`src/hw/rtl/logbl_pkg.sv`:
```
`timescale 1ns / 1ps
`default_nettype none
// ----------------------------------------------------------------------------
// logbl_pkg
// Shared constants, types and codes of the log grid bilinear lookup.
// ----------------------------------------------------------------------------
package logbl_pkg;

    // grid size and table geometry
    localparam int RHO_POINTS  = 32;
    localparam int TEMP_POINTS = 32;
    localparam int TABLE_DEPTH = 1024;
    localparam int ADDR_W      = 10;
    localparam int DATA_W      = 16;
    localparam int FRAC_BITS   = 10;

    // index widths follow the grid size
    localparam int RHO_IDX_W  = (RHO_POINTS  > 1) ? $clog2(RHO_POINTS)  : 1;
    localparam int TEMP_IDX_W = (TEMP_POINTS > 1) ? $clog2(TEMP_POINTS) : 1;

    // grid origins and temperature step, in Q.10
    localparam int RHO_OFFSET  = 16 * 1024;
    localparam int TEMP_OFFSET = 18 * 1024;
    localparam int TEMP_SCALE  = 10;

    // opcodes of an input item
    typedef enum logic {
        OP_LOOKUP = 1'b0,
        OP_WRITE  = 1'b1
    } opcode_t;

    typedef logic [RHO_IDX_W-1:0]  rho_idx_t;
    typedef logic [TEMP_IDX_W-1:0] temp_idx_t;
    typedef logic [FRAC_BITS-1:0]  frac_t;
    typedef logic [ADDR_W-1:0]     addr_t;
    typedef logic signed [DATA_W-1:0] data_t;

    // grid stage result handed to the table and the blend stages
    typedef struct packed {
        logic      valid;
        opcode_t   op;
        rho_idx_t  r;
        rho_idx_t  r1;
        temp_idx_t t;
        temp_idx_t t1;
        frac_t     fr;
        frac_t     ft;
        addr_t     wr_addr;
        data_t     wr_data;
    } grid_t;

    // four corner values read from the table
    typedef struct packed {
        data_t v00;
        data_t v01;
        data_t v10;
        data_t v11;
    } corners_t;

endpackage

`default_nettype wire

```
`src/hw/rtl/logbl_blend.sv`:
```
`timescale 1ns / 1ps
`default_nettype none
// ----------------------------------------------------------------------------
// logbl_blend
// Two blend stages: rows along density, then the two rows along
// temperature, rounding half up and saturating to 16 bits.
// ----------------------------------------------------------------------------
module logbl_blend (
    input  wire logic                  clk,
    input  wire logic                  rst_n,
    input  wire logic                  in_valid,
    input  wire logbl_pkg::frac_t      in_fr,
    input  wire logbl_pkg::frac_t      in_ft,
    input  wire logbl_pkg::corners_t   corners,
    output logic                       out_valid,
    output logbl_pkg::data_t           out_value
);

    logic signed [16:0] d_lo;
    logic signed [16:0] d_hi;
    logic signed [10:0] fr_s;
    logic signed [27:0] lo_next;
    logic signed [27:0] hi_next;
    logic signed [27:0] lo_reg;
    logic signed [27:0] hi_reg;
    logbl_pkg::frac_t   ft_reg;
    logic               row_valid_reg;

    logic signed [28:0] d_row;
    logic signed [10:0] ft_s;
    logic signed [39:0] sum;
    logic signed [19:0] q;
    logbl_pkg::data_t   q_sat;
    logbl_pkg::data_t   value_reg;
    logic               done_reg;

    // row blends: v*1024 + f*(w - v)
    assign fr_s    = {1'b0, in_fr};
    assign d_lo    = {corners.v01[15], corners.v01} - {corners.v00[15], corners.v00};
    assign d_hi    = {corners.v11[15], corners.v11} - {corners.v10[15], corners.v10};
    assign lo_next = {{2{corners.v00[15]}}, corners.v00, 10'd0} + 28'(d_lo * fr_s);
    assign hi_next = {{2{corners.v10[15]}}, corners.v10, 10'd0} + 28'(d_hi * fr_s);

    always_ff @(posedge clk or negedge rst_n)
    begin
        if (!rst_n)
            row_valid_reg <= 1'b0;
        else
            row_valid_reg <= in_valid;
    end

    always_ff @(posedge clk)
    begin
        lo_reg <= lo_next;
        hi_reg <= hi_next;
        ft_reg <= in_ft;
    end

    // column blend with rounding offset at scale 2^20
    assign ft_s  = {1'b0, ft_reg};
    assign d_row = {hi_reg[27], hi_reg} - {lo_reg[27], lo_reg};
    assign sum   = {{2{lo_reg[27]}}, lo_reg, 10'd0}
                   + 40'(d_row * ft_s)
                   + 40'sd524288;
    assign q     = sum[39:20];

    // saturate to 16 bits signed
    always_comb
    begin
        if (q > 20'sd32767)
            q_sat = 16'sh7fff;
        else if (q < -20'sd32768)
            q_sat = 16'sh8000;
        else
            q_sat = q[15:0];
    end

    always_ff @(posedge clk or negedge rst_n)
    begin
        if (!rst_n)
            done_reg <= 1'b0;
        else
            done_reg <= row_valid_reg;
    end

    always_ff @(posedge clk)
    begin
        value_reg <= q_sat;
    end

    assign out_valid = done_reg;
    assign out_value = value_reg;

endmodule

`default_nettype wire

```
`config.mk`:
```
export PLATFORM = sky130hd
export DESIGN_NAME = logbl_blend
export DESIGN_NICKNAME = d
export VERILOG_FILES = /design/src/hw/rtl/logbl_pkg.sv /design/src/hw/rtl/logbl_blend.sv
export SDC_FILE = /design/constraint.sdc
export NUM_CORES = 2
export LEC_CHECK = 0
export BUFFER_PORTS_ARGS = -buffer_cell sky130_fd_sc_hd__buf_2
export CAP_MARGIN = 20
export CORE_MARGIN = 2
export CORE_UTILIZATION = 59
export DETAILED_ROUTE_END_ITERATION = 8
export GPL_TIMING_DRIVEN = 0
export PLACE_DENSITY = 0.76
export SLEW_MARGIN = 20
export SYNTH_ARGS = -nofsm -noshare
export SYNTH_HDL_FRONTEND = slang
export SYNTH_SLANG_ARGS = --single-unit
```
`constraint.sdc`:
```
create_clock -name clk -period 9.8 [get_ports clk]
set_input_delay 1.47 -clock clk [delete_from_list [all_inputs] [get_ports clk]]
set_output_delay 1.47 -clock clk [all_outputs]
set_load 0.05 [all_outputs]
```
==> qor.csv <==
metric,value,unit
GR Util All Layers,28.6,%
largest net degree at the start of global routing,19,
Die W,228,um
r2r endpoint,out_value[9]$_SDFF_PN1_,
RSZ-0062 raised after global routing,false,
crit-path max FO,10,
Crit-path slowest cell,fa_1,
most frequent CP cell,fa_1,
Worst Setup EP,lo_reg[27]$_DFF_P_,
"FF+latch count, synth",84,
worst hold start,row_valid_reg$_DFF_PN0_,
gr ovfl total,0,
first-pass GRT wire length,119,mm
routability cong.,0.945,
top cell type's share of synthesized area,42.0,%
WHS,0.351,ns
Worst R2R Start,lo_reg[0]$_DFF_P_,
Critical Path AT,9.59,ns
Area Growth Syn to Fin,5.59,%
CTS H-tree lvls,3,
WS Path Type,in -> reg,
DP HPWL,61.9,mm
clock transition at the registers of the reported paths,0.07,ns
hold buffer count at CTS,0,
port buffer count,100,
status,completed,
WL per Instance,17.7,um
post-route setup slack,0.424,ns
Via density,5.39,
Worst slew margin,22.5,%
Setup crit start kind,input port,
Core ar.,49200,um2
Cells after Synth,3261,
Syn Area/Cell,9.06,um2
drt initial violations,1200,
Min-Delay Path Class,reg -> reg,
Initial Util,60.1,%
"Warnings, synthesis",0,
post-synthesis async set-or-reset flop share,2.38,%
DR DRC count,0,
sequential area share after synthesis,5.73,%
vias in the first global route,23666,
"Clk Latency, worst-skew pair",0.38,ns
nets@finish,4402,
die extent in y,228,um
die footprint,51900,um2
TritonCTS clock tree,yes,
Final Cycle Share,95.7,%
Worst Setup End Kind,flip-flop,
antenna violations before repair,0,
"Primary FF master, synth",dfxtp_1,
routed wire length,71.6,mm
Worst Max-Slew Pin Slew,1.15,ns
TritonRoute pass-1 iters,6,
number of distinct library cells after synthesis,78,
Reg2Reg Setup Slack,0.65,ns
reg2reg path depth,33,
Final Max Slew Viols,0,
Final setup viols,0,
data required time of the worst path,10.02,ns
cell area after synthesis,29500,um2
CP peak stage delay,0.58,ns
"worst slack, placed",-0.00864,ns
Root Driver,clkbuf_16,
final hold vios,0,
top post-synthesis cells by area,"fa_1 42%, ha_1 14%, inv_1 10%, and2_1 6.8%, dfxtp_1 5.6%",
Clock Path Buffers,2,
fill cell count,4106,
clock buffers created by TritonCTS,9,
post-CTS setup buffers,0,
Vias,21783,
layout cells sized above 1,4.41,%
Sink Count,84,
Tmin final,9.38,ns
Post-synth EDFFs,0,
Row Count,81,
largest area contributor in the netlist,fa_1,
Critical path origin,corners[32],
Max Clk Rate,107,MHz
skew final,0.0155,ns
syn_nets,4291,
Routed Antenna Nets,0,
I/O pin cnt,104,
Max-Cap Viols,0,
cell families after synthesis:
group           after synthesis  share of synthesized area [%]
buf+inv                     900                           11.5
compound gates              306                           7.28
flops                        84                           5.73
fa+ha+maj                   943                           55.7
xor+xnor                    116                           3.44
simple gates                902                           16.0
mux                          10                          0.347
Yosys cell counts, types with 3 or more instances:
master	instances
and3_1	18
o31a_1	3
o31ai_1	7
clkbuf_1	72
xor2_1	31
a311oi_1	3
nor2_1	55
nor3_1	24
o21a_1	8
nand4_1	9
ha_1	323
and2_1	319
nand2_1	325
o21bai_1	12
a31oi_1	8
dfxtp_1	82
o211ai_1	6
a211oi_2	3
a31o_2	4
or2_2	4
fa_1	620
nand2b_1	21
a211o_1	4
o311ai_0	3
a21boi_1	8
nor4_1	5
o21ai_1	17
xnor2_1	85
a41oi_1	3
nor2b_1	40
or3_1	9
inv_1	824
nand3_1	27
o21ai_0	27
mux2i_1	8
nand3b_1	21
a21oi_1	86
a211oi_1	10
and3b_1	13
a21o_1	66
through the flow:
stage                     cells  cell area (um2)  setup TNS (ns)  utilization [%]
final                      4042            31200               0             63.5
after detailed placement   4025            30900        -0.00864             62.8
after floorplan            3261            29500               0                -
after CTS                  4041            31200               0             63.4
after global placement     4025            30900               0             62.8
after global routing       4041            31200               0             63.4
cell type report:
type / count / area, um2 / share of cell area, %
antenna: 1 / 2.50 / 0.00802
multi-input combinational: 2277 / 24500 / 78.5
sequential: 84 / 1690 / 5.42
tap: 664 / 831 / 2.66
clock inverter: 7 / 73.8 / 0.237
buffer: 76 / 303 / 0.971
inverter: 824 / 3090 / 9.92
clock buffer: 9 / 225 / 0.722
timing repair buffer: 100 / 500 / 1.60
worst min path at each step:
stage	cells past startpoint	slack (ns)	end
CTS	0	0.35	out_valid$_DFF_PN0_
floorplan	0	0.33	out_valid$_DFF_PN0_
global route	0	0.36	out_valid$_DFF_PN0_
global placement	0	0.34	out_valid$_DFF_PN0_
finish	0	0.35	out_valid$_DFF_PN0_
detailed placement	0	0.34	out_valid$_DFF_PN0_
placed cells by master (no fill, tap or decap), drive strengths merged, types with 18 or more instances in the layout:
cell type / n
nand3: 27
nor2: 55
buf: 104
xnor2: 85
xor2: 31
inv: 829
nand3b: 21
dfxtp: 82
clkbuf: 81
nand2: 326
nor2b: 41
nand2b: 21
nor3: 24
and2: 320
ha: 323
a21oi: 87
o21ai: 44
fa: 620
and3: 18
a21o: 66
worst max-delay path, delay by kind of cell:
kind | cells | cell delay [ns]
fa+ha+maj | 8 | 3.49
simple gates | 4 | 1.00
xor+xnor | 1 | 0.28
compound gates | 13 | 2.62
buf+inv | 5 | 0.74
per-layer routing:
layer,vias to the layer above,part of all wire [%],track usage [%]
met5,-,0,0
met4,0,3.9,11.2
met3,150,6.2,3.62
met2,709,49,50.2
met1,10851,41,36.1
li1,10073,-,-
repair_timing:
action                     in CTS  in global routing
gates resized for setup         0                  1
hold endpoints to repair        0                  0
setup endpoints to repair       0                  1
Power is not shown: default switching activity piles up to over one toggle a cycle in this logic, so the estimate is an artifact.
