==> src/hw/rtl/logbl_pkg.sv <==
`timescale 1ns / 1ps
`default_nettype none
// ----------------------------------------------------------------------------
// logbl_pkg
// Shared constants, types and codes of the log grid bilinear lookup.
// ----------------------------------------------------------------------------
package logbl_pkg;

    // grid size and table geometry
    localparam int RHO_POINTS  = 32;
    localparam int TEMP_POINTS = 32;
    localparam int TABLE_DEPTH = 1024;
    localparam int ADDR_W      = 10;
    localparam int DATA_W      = 16;
    localparam int FRAC_BITS   = 10;

    // index widths follow the grid size
    localparam int RHO_IDX_W  = (RHO_POINTS  > 1) ? $clog2(RHO_POINTS)  : 1;
    localparam int TEMP_IDX_W = (TEMP_POINTS > 1) ? $clog2(TEMP_POINTS) : 1;

    // grid origins and temperature step, in Q.10
    localparam int RHO_OFFSET  = 16 * 1024;
    localparam int TEMP_OFFSET = 18 * 1024;
    localparam int TEMP_SCALE  = 10;

    // opcodes of an input item
    typedef enum logic {
        OP_LOOKUP = 1'b0,
        OP_WRITE  = 1'b1
    } opcode_t;

    typedef logic [RHO_IDX_W-1:0]  rho_idx_t;
    typedef logic [TEMP_IDX_W-1:0] temp_idx_t;
    typedef logic [FRAC_BITS-1:0]  frac_t;
    typedef logic [ADDR_W-1:0]     addr_t;
    typedef logic signed [DATA_W-1:0] data_t;

    // grid stage result handed to the table and the blend stages
    typedef struct packed {
        logic      valid;
        opcode_t   op;
        rho_idx_t  r;
        rho_idx_t  r1;
        temp_idx_t t;
        temp_idx_t t1;
        frac_t     fr;
        frac_t     ft;
        addr_t     wr_addr;
        data_t     wr_data;
    } grid_t;

    // four corner values read from the table
    typedef struct packed {
        data_t v00;
        data_t v01;
        data_t v10;
        data_t v11;
    } corners_t;

endpackage

`default_nettype wire

==> src/hw/rtl/logbl_grid.sv <==
`timescale 1ns / 1ps
`default_nettype none
// ----------------------------------------------------------------------------
// logbl_grid
// Grid stage: maps log density and log temperature to clamped indices and
// Q.10 fractions, and registers them with the write fields.
// ----------------------------------------------------------------------------
module logbl_grid (
    input  wire logic                   clk,
    input  wire logic                   rst_n,
    input  wire logic                   in_valid,
    input  wire logbl_pkg::opcode_t     in_op,
    input  wire logic signed [15:0]     in_log_density,
    input  wire logic signed [15:0]     in_log_temperature,
    input  wire logbl_pkg::addr_t       in_entry_address,
    input  wire logbl_pkg::data_t       in_entry_value,
    output logbl_pkg::grid_t            grid
);

    logbl_pkg::grid_t grid_reg;
    logbl_pkg::grid_t grid_next;

    logic signed [16:0] pos_d;
    logic signed [19:0] lt_ext;
    logic signed [19:0] pos_t;
    logic [31:0]        d_int;
    logic [31:0]        t_int;

    // grid positions in Q.10
    assign pos_d  = {in_log_density[15], in_log_density}
                    + 17'(logbl_pkg::RHO_OFFSET);
    assign lt_ext = {{4{in_log_temperature[15]}}, in_log_temperature};
    assign pos_t  = lt_ext * 20'(logbl_pkg::TEMP_SCALE)
                    - 20'(logbl_pkg::TEMP_OFFSET);
    assign d_int  = 32'(pos_d[16:logbl_pkg::FRAC_BITS]);
    assign t_int  = 32'(pos_t[19:logbl_pkg::FRAC_BITS]);

    // floor split with clamping at both edges
    always_comb
    begin
        grid_next.valid   = in_valid;
        grid_next.op      = in_op;
        grid_next.wr_addr = in_entry_address;
        grid_next.wr_data = in_entry_value;

        // density axis
        if (pos_d[16])
        begin
            grid_next.r  = '0;
            grid_next.fr = '0;
        end
        else if (d_int > 32'(logbl_pkg::RHO_POINTS - 1))
        begin
            grid_next.r  = logbl_pkg::rho_idx_t'(logbl_pkg::RHO_POINTS - 1);
            grid_next.fr = '0;
        end
        else
        begin
            grid_next.r  = d_int[logbl_pkg::RHO_IDX_W-1:0];
            grid_next.fr = pos_d[logbl_pkg::FRAC_BITS-1:0];
        end

        // temperature axis
        if (pos_t[19])
        begin
            grid_next.t  = '0;
            grid_next.ft = '0;
        end
        else if (t_int > 32'(logbl_pkg::TEMP_POINTS - 1))
        begin
            grid_next.t  = logbl_pkg::temp_idx_t'(logbl_pkg::TEMP_POINTS - 1);
            grid_next.ft = '0;
        end
        else
        begin
            grid_next.t  = t_int[logbl_pkg::TEMP_IDX_W-1:0];
            grid_next.ft = pos_t[logbl_pkg::FRAC_BITS-1:0];
        end

        // neighbors repeat at the last row or column
        if (32'(grid_next.r) < 32'(logbl_pkg::RHO_POINTS - 1))
            grid_next.r1 = grid_next.r + logbl_pkg::rho_idx_t'(1);
        else
            grid_next.r1 = grid_next.r;
        if (32'(grid_next.t) < 32'(logbl_pkg::TEMP_POINTS - 1))
            grid_next.t1 = grid_next.t + logbl_pkg::temp_idx_t'(1);
        else
            grid_next.t1 = grid_next.t;
    end

    // stage register, cleared as a whole at reset
    always_ff @(posedge clk or negedge rst_n)
    begin
        if (!rst_n)
            grid_reg <= '0;
        else
            grid_reg <= grid_next;
    end

    assign grid = grid_reg;

endmodule

`default_nettype wire

==> config.mk <==
export PLATFORM = sky130hd
export DESIGN_NAME = logbl_grid
export DESIGN_NICKNAME = d
export VERILOG_FILES = /design/src/hw/rtl/logbl_pkg.sv /design/src/hw/rtl/logbl_grid.sv
export SDC_FILE = /design/constraint.sdc
export NUM_CORES = 1
export LEC_CHECK = 0
export BUFFER_PORTS_ARGS = -buffer_cell sky130_fd_sc_hd__buf_2
export CAP_MARGIN = 10
export CORE_ASPECT_RATIO = 1.2
export CORE_UTILIZATION = 52
export DETAILED_ROUTE_END_ITERATION = 8
export PLACE_DENSITY = 0.83
export SLEW_MARGIN = 20
export SYNTH_ARGS = -nofsm -noshare
export SYNTH_HDL_FRONTEND = slang
export SYNTH_SLANG_ARGS = --single-unit
==> constraint.sdc <==
create_clock -name clk -period 0.8 [get_ports clk]
set_input_delay 0.08 -clock clk [delete_from_list [all_inputs] [get_ports clk]]
set_output_delay 0.08 -clock clk [all_outputs]
set_load 0.02 [all_outputs]
==> metrics, run 1 <==
status aborted with a tool error; Halt Stage clock tree synthesis; First Err [ERROR DPL-0038] Utilization greater than 100%, impossible to legalize; setup bufs post-CTS 9; overall die width 74.74 µm; IO buf count 128; FFs w/ async S/R, synth 1.000; clk buf depth 2; Simple-Gate Fraction of Synth Area 0.1413; root buffer cell clkbuf_8; syn nets 386; CTS resizes 183; synth top area cells dfrtp_1, ha_1, and2_1; htree depth 3; CTS Buf Count 9; placed insts 558; Starting Density 0.5422; Adder-Cell Fraction of Synth Area 0.1349; HPWL Detailed 6886 µm; top_reg_cell synth dfrtp_1; Synth top cells by count dfrtp_1, ha_1, a21oi_1; gpl congestion 0.8351; IO Pins 130; Synth Area in Compound Gates 0.1429; Netlist cell types 51; Clock Sinks 67; FP Rows 31; Post-CTS Hold Buffers 39; EDFF count, synth 0; largest family of logic cells by synthesized area compound AO/OA/AOI/OAI gates; Syn Inst Count 289; Avg Inst Size Synth 11.43 µm²; Cell Area, Synth 3302 µm²; mux share of post-synthesis cell area 0.006442; top-area cell type share of the netlist area 0.5078; most common cell in the synthesized netlist dfrtp_1; Die Span Y 89.29 µm; pre-CTS setup slack -2.796 ns; fraction of the yosys area taken by sequential cells 0.5078; leading area contributor after synthesis dfrtp_1; Ys Warns 0; Yosys reg bits 67; xor/xnor cell area share of the yosys netlist 0.04509
metrics by stage:
step	util	hold slack, ns	area (µm²)
floorplan	-	-0.2156	3611
global placement	0.7886	0.07529	4802
detailed placement	0.7886	0.08051	4802
logic make-up after synthesis:
family	Yosys count
and+or+nand+nor	83
adders and majority gates	35
AOI/OAI and AO/OA	67
buffers and inverters	17
muxes	2
other	1
DFF	67
xor gates and xnor gates	17
==> run 2, diff against run 1 <==
--- a/config.mk
+++ b/config.mk
@@ -7,10 +7,9 @@
 export LEC_CHECK = 0
 export BUFFER_PORTS_ARGS = -buffer_cell sky130_fd_sc_hd__buf_2
 export CAP_MARGIN = 10
-export CORE_ASPECT_RATIO = 1.2
-export CORE_UTILIZATION = 52
+export CORE_UTILIZATION = 40
 export DETAILED_ROUTE_END_ITERATION = 8
-export PLACE_DENSITY = 0.83
+export PLACE_DENSITY_LB_ADDON = 0.15
 export SLEW_MARGIN = 20
 export SYNTH_ARGS = -nofsm -noshare
 export SYNTH_HDL_FRONTEND = slang
==> run 2 against run 1 <==
  * The flow now finishes, with violations (negative setup slack)
  * Synthesized cell count unchanged
  * Synthesized area unchanged
==> metrics, run 2 <==
status finished, violations left; failing checks negative setup slack; Die Span Y 92.86 µm (+4.0%); Final Hold Fails 0; LEAKAGE 2.977 nW; Starting Density 0.4208 (-0.1215); layout cell share with drive strength beyond 1 0.5618; Max Cap Viol 0; Crit Path Class in2reg; hold path start in_log_temperature[0]; DIE AREA 8622 µm²; startpoint type of the worst setup path primary input; Peak Freq 0.3140 GHz; pin count of the biggest net entering global routing 68; post-DR vias/cell 5.006; fraction of the yosys area taken by sequential cells 0.5078 (unchanged); most frequent cells in the layout buf_6, buf_4, dfrtp_1; final worst-path cycle share 3.981; Avg Inst Size Synth 11.43 µm² (unchanged); Tot GR Track Use 0.2660; initial antenna violation count 0; most common cell in the synthesized netlist dfrtp_1; gpl congestion 0.8363 (+0.14%); final setup margin -2.385 ns; Ys Warns 0 (unchanged); global-route wire length before repair 17420 µm; average wire per cell in the routed design 18.21 µm; vias in the first global route 3406; Syn Inst Count 289 (unchanged); Slew Viols, Final 0; arrival time at the worst endpoint 3.41 ns; CTS tree built; HPWL Detailed 6244 µm (-9.3%); FFs w/ async S/R, synth 1.000 (unchanged); final setup TNS -49.97 ns; root buffer cell clkbuf_8; Pre-antenna DRT Iters 4; Critical Path End Type register; residual DRC count 0; max FFs per register 67; EDFF count, synth 0 (unchanged); Post-DP Area 4820 µm² (+0.36%); synth top area cells dfrtp_1, ha_1, and2_1; area growth from synthesis to layout 90.94%; Period minus WS final 3.185 ns; pre-CTS setup slack -2.723 ns (+0.07357 ns); CP Max Fanout 5; clk buf depth 2 (unchanged); VDD IR max 0.9410 mV; Post-DRT Antenna Nets 0; Yosys reg bits 67 (unchanged); Clock Sinks 67 (unchanged); FP Rows 32 (+3.2%); htree depth 3 (unchanged); global route overflow 0; P per Cell Area 1979 nW/µm²; top_reg_cell synth dfrtp_1; syn nets 386 (unchanged); CORE AREA 7848 µm²; smallest hold slack 0.1411 ns; CTS Buf Count 9 (unchanged); Cell Area, Synth 3302 µm² (unchanged); initial drt markers 168; Netlist cell types 51 (unchanged); final setup vio count 101; via count 3264; WP data required 1.03 ns; Final Net Count 642; leading area contributor after synthesis dfrtp_1; Finished Cell Area 6305 µm²; Synth top cells by count dfrtp_1, ha_1, a21oi_1; CP Launch Point in_log_temperature[1]; commonest non-fill, non-tap cell in the layout buf_6; Routed Wire Length 11870 µm; clock-pin slew on the worst setup and hold paths 0.08 ns; overall die width 92.86 µm (+24%); RSZ-0062 raised after global routing true; IO Pins 130 (unchanged); Min-Delay Path Class in2reg; # diodes 0; top-area cell type share of the netlist area 0.5078 (unchanged); IO buf count 128 (unchanged)
## run 2: cell counts after synthesis
No cell type changed its count.
## run 2: metrics by stage
step                        util  std cells  power (mW)
after CTS                 0.7797        645       11.89
after global routing      0.8034        652       13.09
final                     0.8034        652       12.48
after floorplan                -        289       6.299
after detailed placement  0.6142        577       8.010
after global placement    0.6142        577       7.939
## run 2: power breakdown
part,total [mW],internal [mW],switching (mW)
sequential,3.94,3.74,0.203
clock,2.88,1.47,1.42
combinational,5.65,2.96,2.69
total,12.5,8.17,4.31
## run 2: final cells by class
| class | instances | area (µm²) |
|---|---|---|
| Clock buffer | 9 | 123.9 |
| Clock inverter | 7 | 76.32 |
| Fill cell | 443 | 1543 |
| Inverter | 12 | 70.07 |
| Multi-Input combinational cell | 207 | 2072 |
| Sequential cell | 67 | 1677 |
| Tap cell | 102 | 127.6 |
| Timing Repair Buffer | 248 | 2158 |
## run 2: logic make-up after synthesis
logic type,count (synthesis),synth area share
and+or+nand+nor,83,0.1413
AOI/OAI and AO/OA,67,0.1429
xor gates and xnor gates,17,0.04510
DFF,67,0.5078
muxes,2,0.006442
adders and majority gates,35,0.1349
other,1,0.001136
buffers and inverters,17,0.02046
## run 2: worst paths after layout
check | end | slack (ns) | cells after the start
worst max-delay path | grid[48] | -2.38 | 16
worst min-delay path | grid[29] | 0.14 | 3
max in group asynchronous | grid[32] | 0.20 | 3
min in group asynchronous | grid[36] | 0.31 | 3
## run 2: worst max-delay path, cell delays in order
cell and delay (ns):
buf_8 0.10, ha_4 0.23, ha_4 0.16, fa_2 0.39, a21oi_4 0.19, o211ai_4 0.13, and4b_4 0.22, a311oi_4 0.24
a21oi_2 0.09, buf_4 0.15, or3_4 0.37, a21oi_4 0.20, buf_4 0.15, buf_6 0.09, or4b_4 0.46, o22a_1 0.18
## run 2: timing repair
item / CTS / global route
setup buffers: 10 / 7
endpoints found under the hold margin: 107 / 1
setup endpoints to repair: 103 / 102
hold buffers: 40 / 1
gates cloned: 2 / 0
resized for setup: 176 / 30
pin swaps: 17 / 19
## run 2: metal layers
metal	global-route usage	wire length, µm	part of all wire	up-vias
met5	0	0	0	-
met4	0.1064	306	0.026	0
met3	0.05090	688	0.058	27
met2	0.5025	6472	0.55	137
met1	0.2880	4403	0.37	1569
li1	-	-	-	1531
No activity file was read; power rests on OpenSTA's default activity.
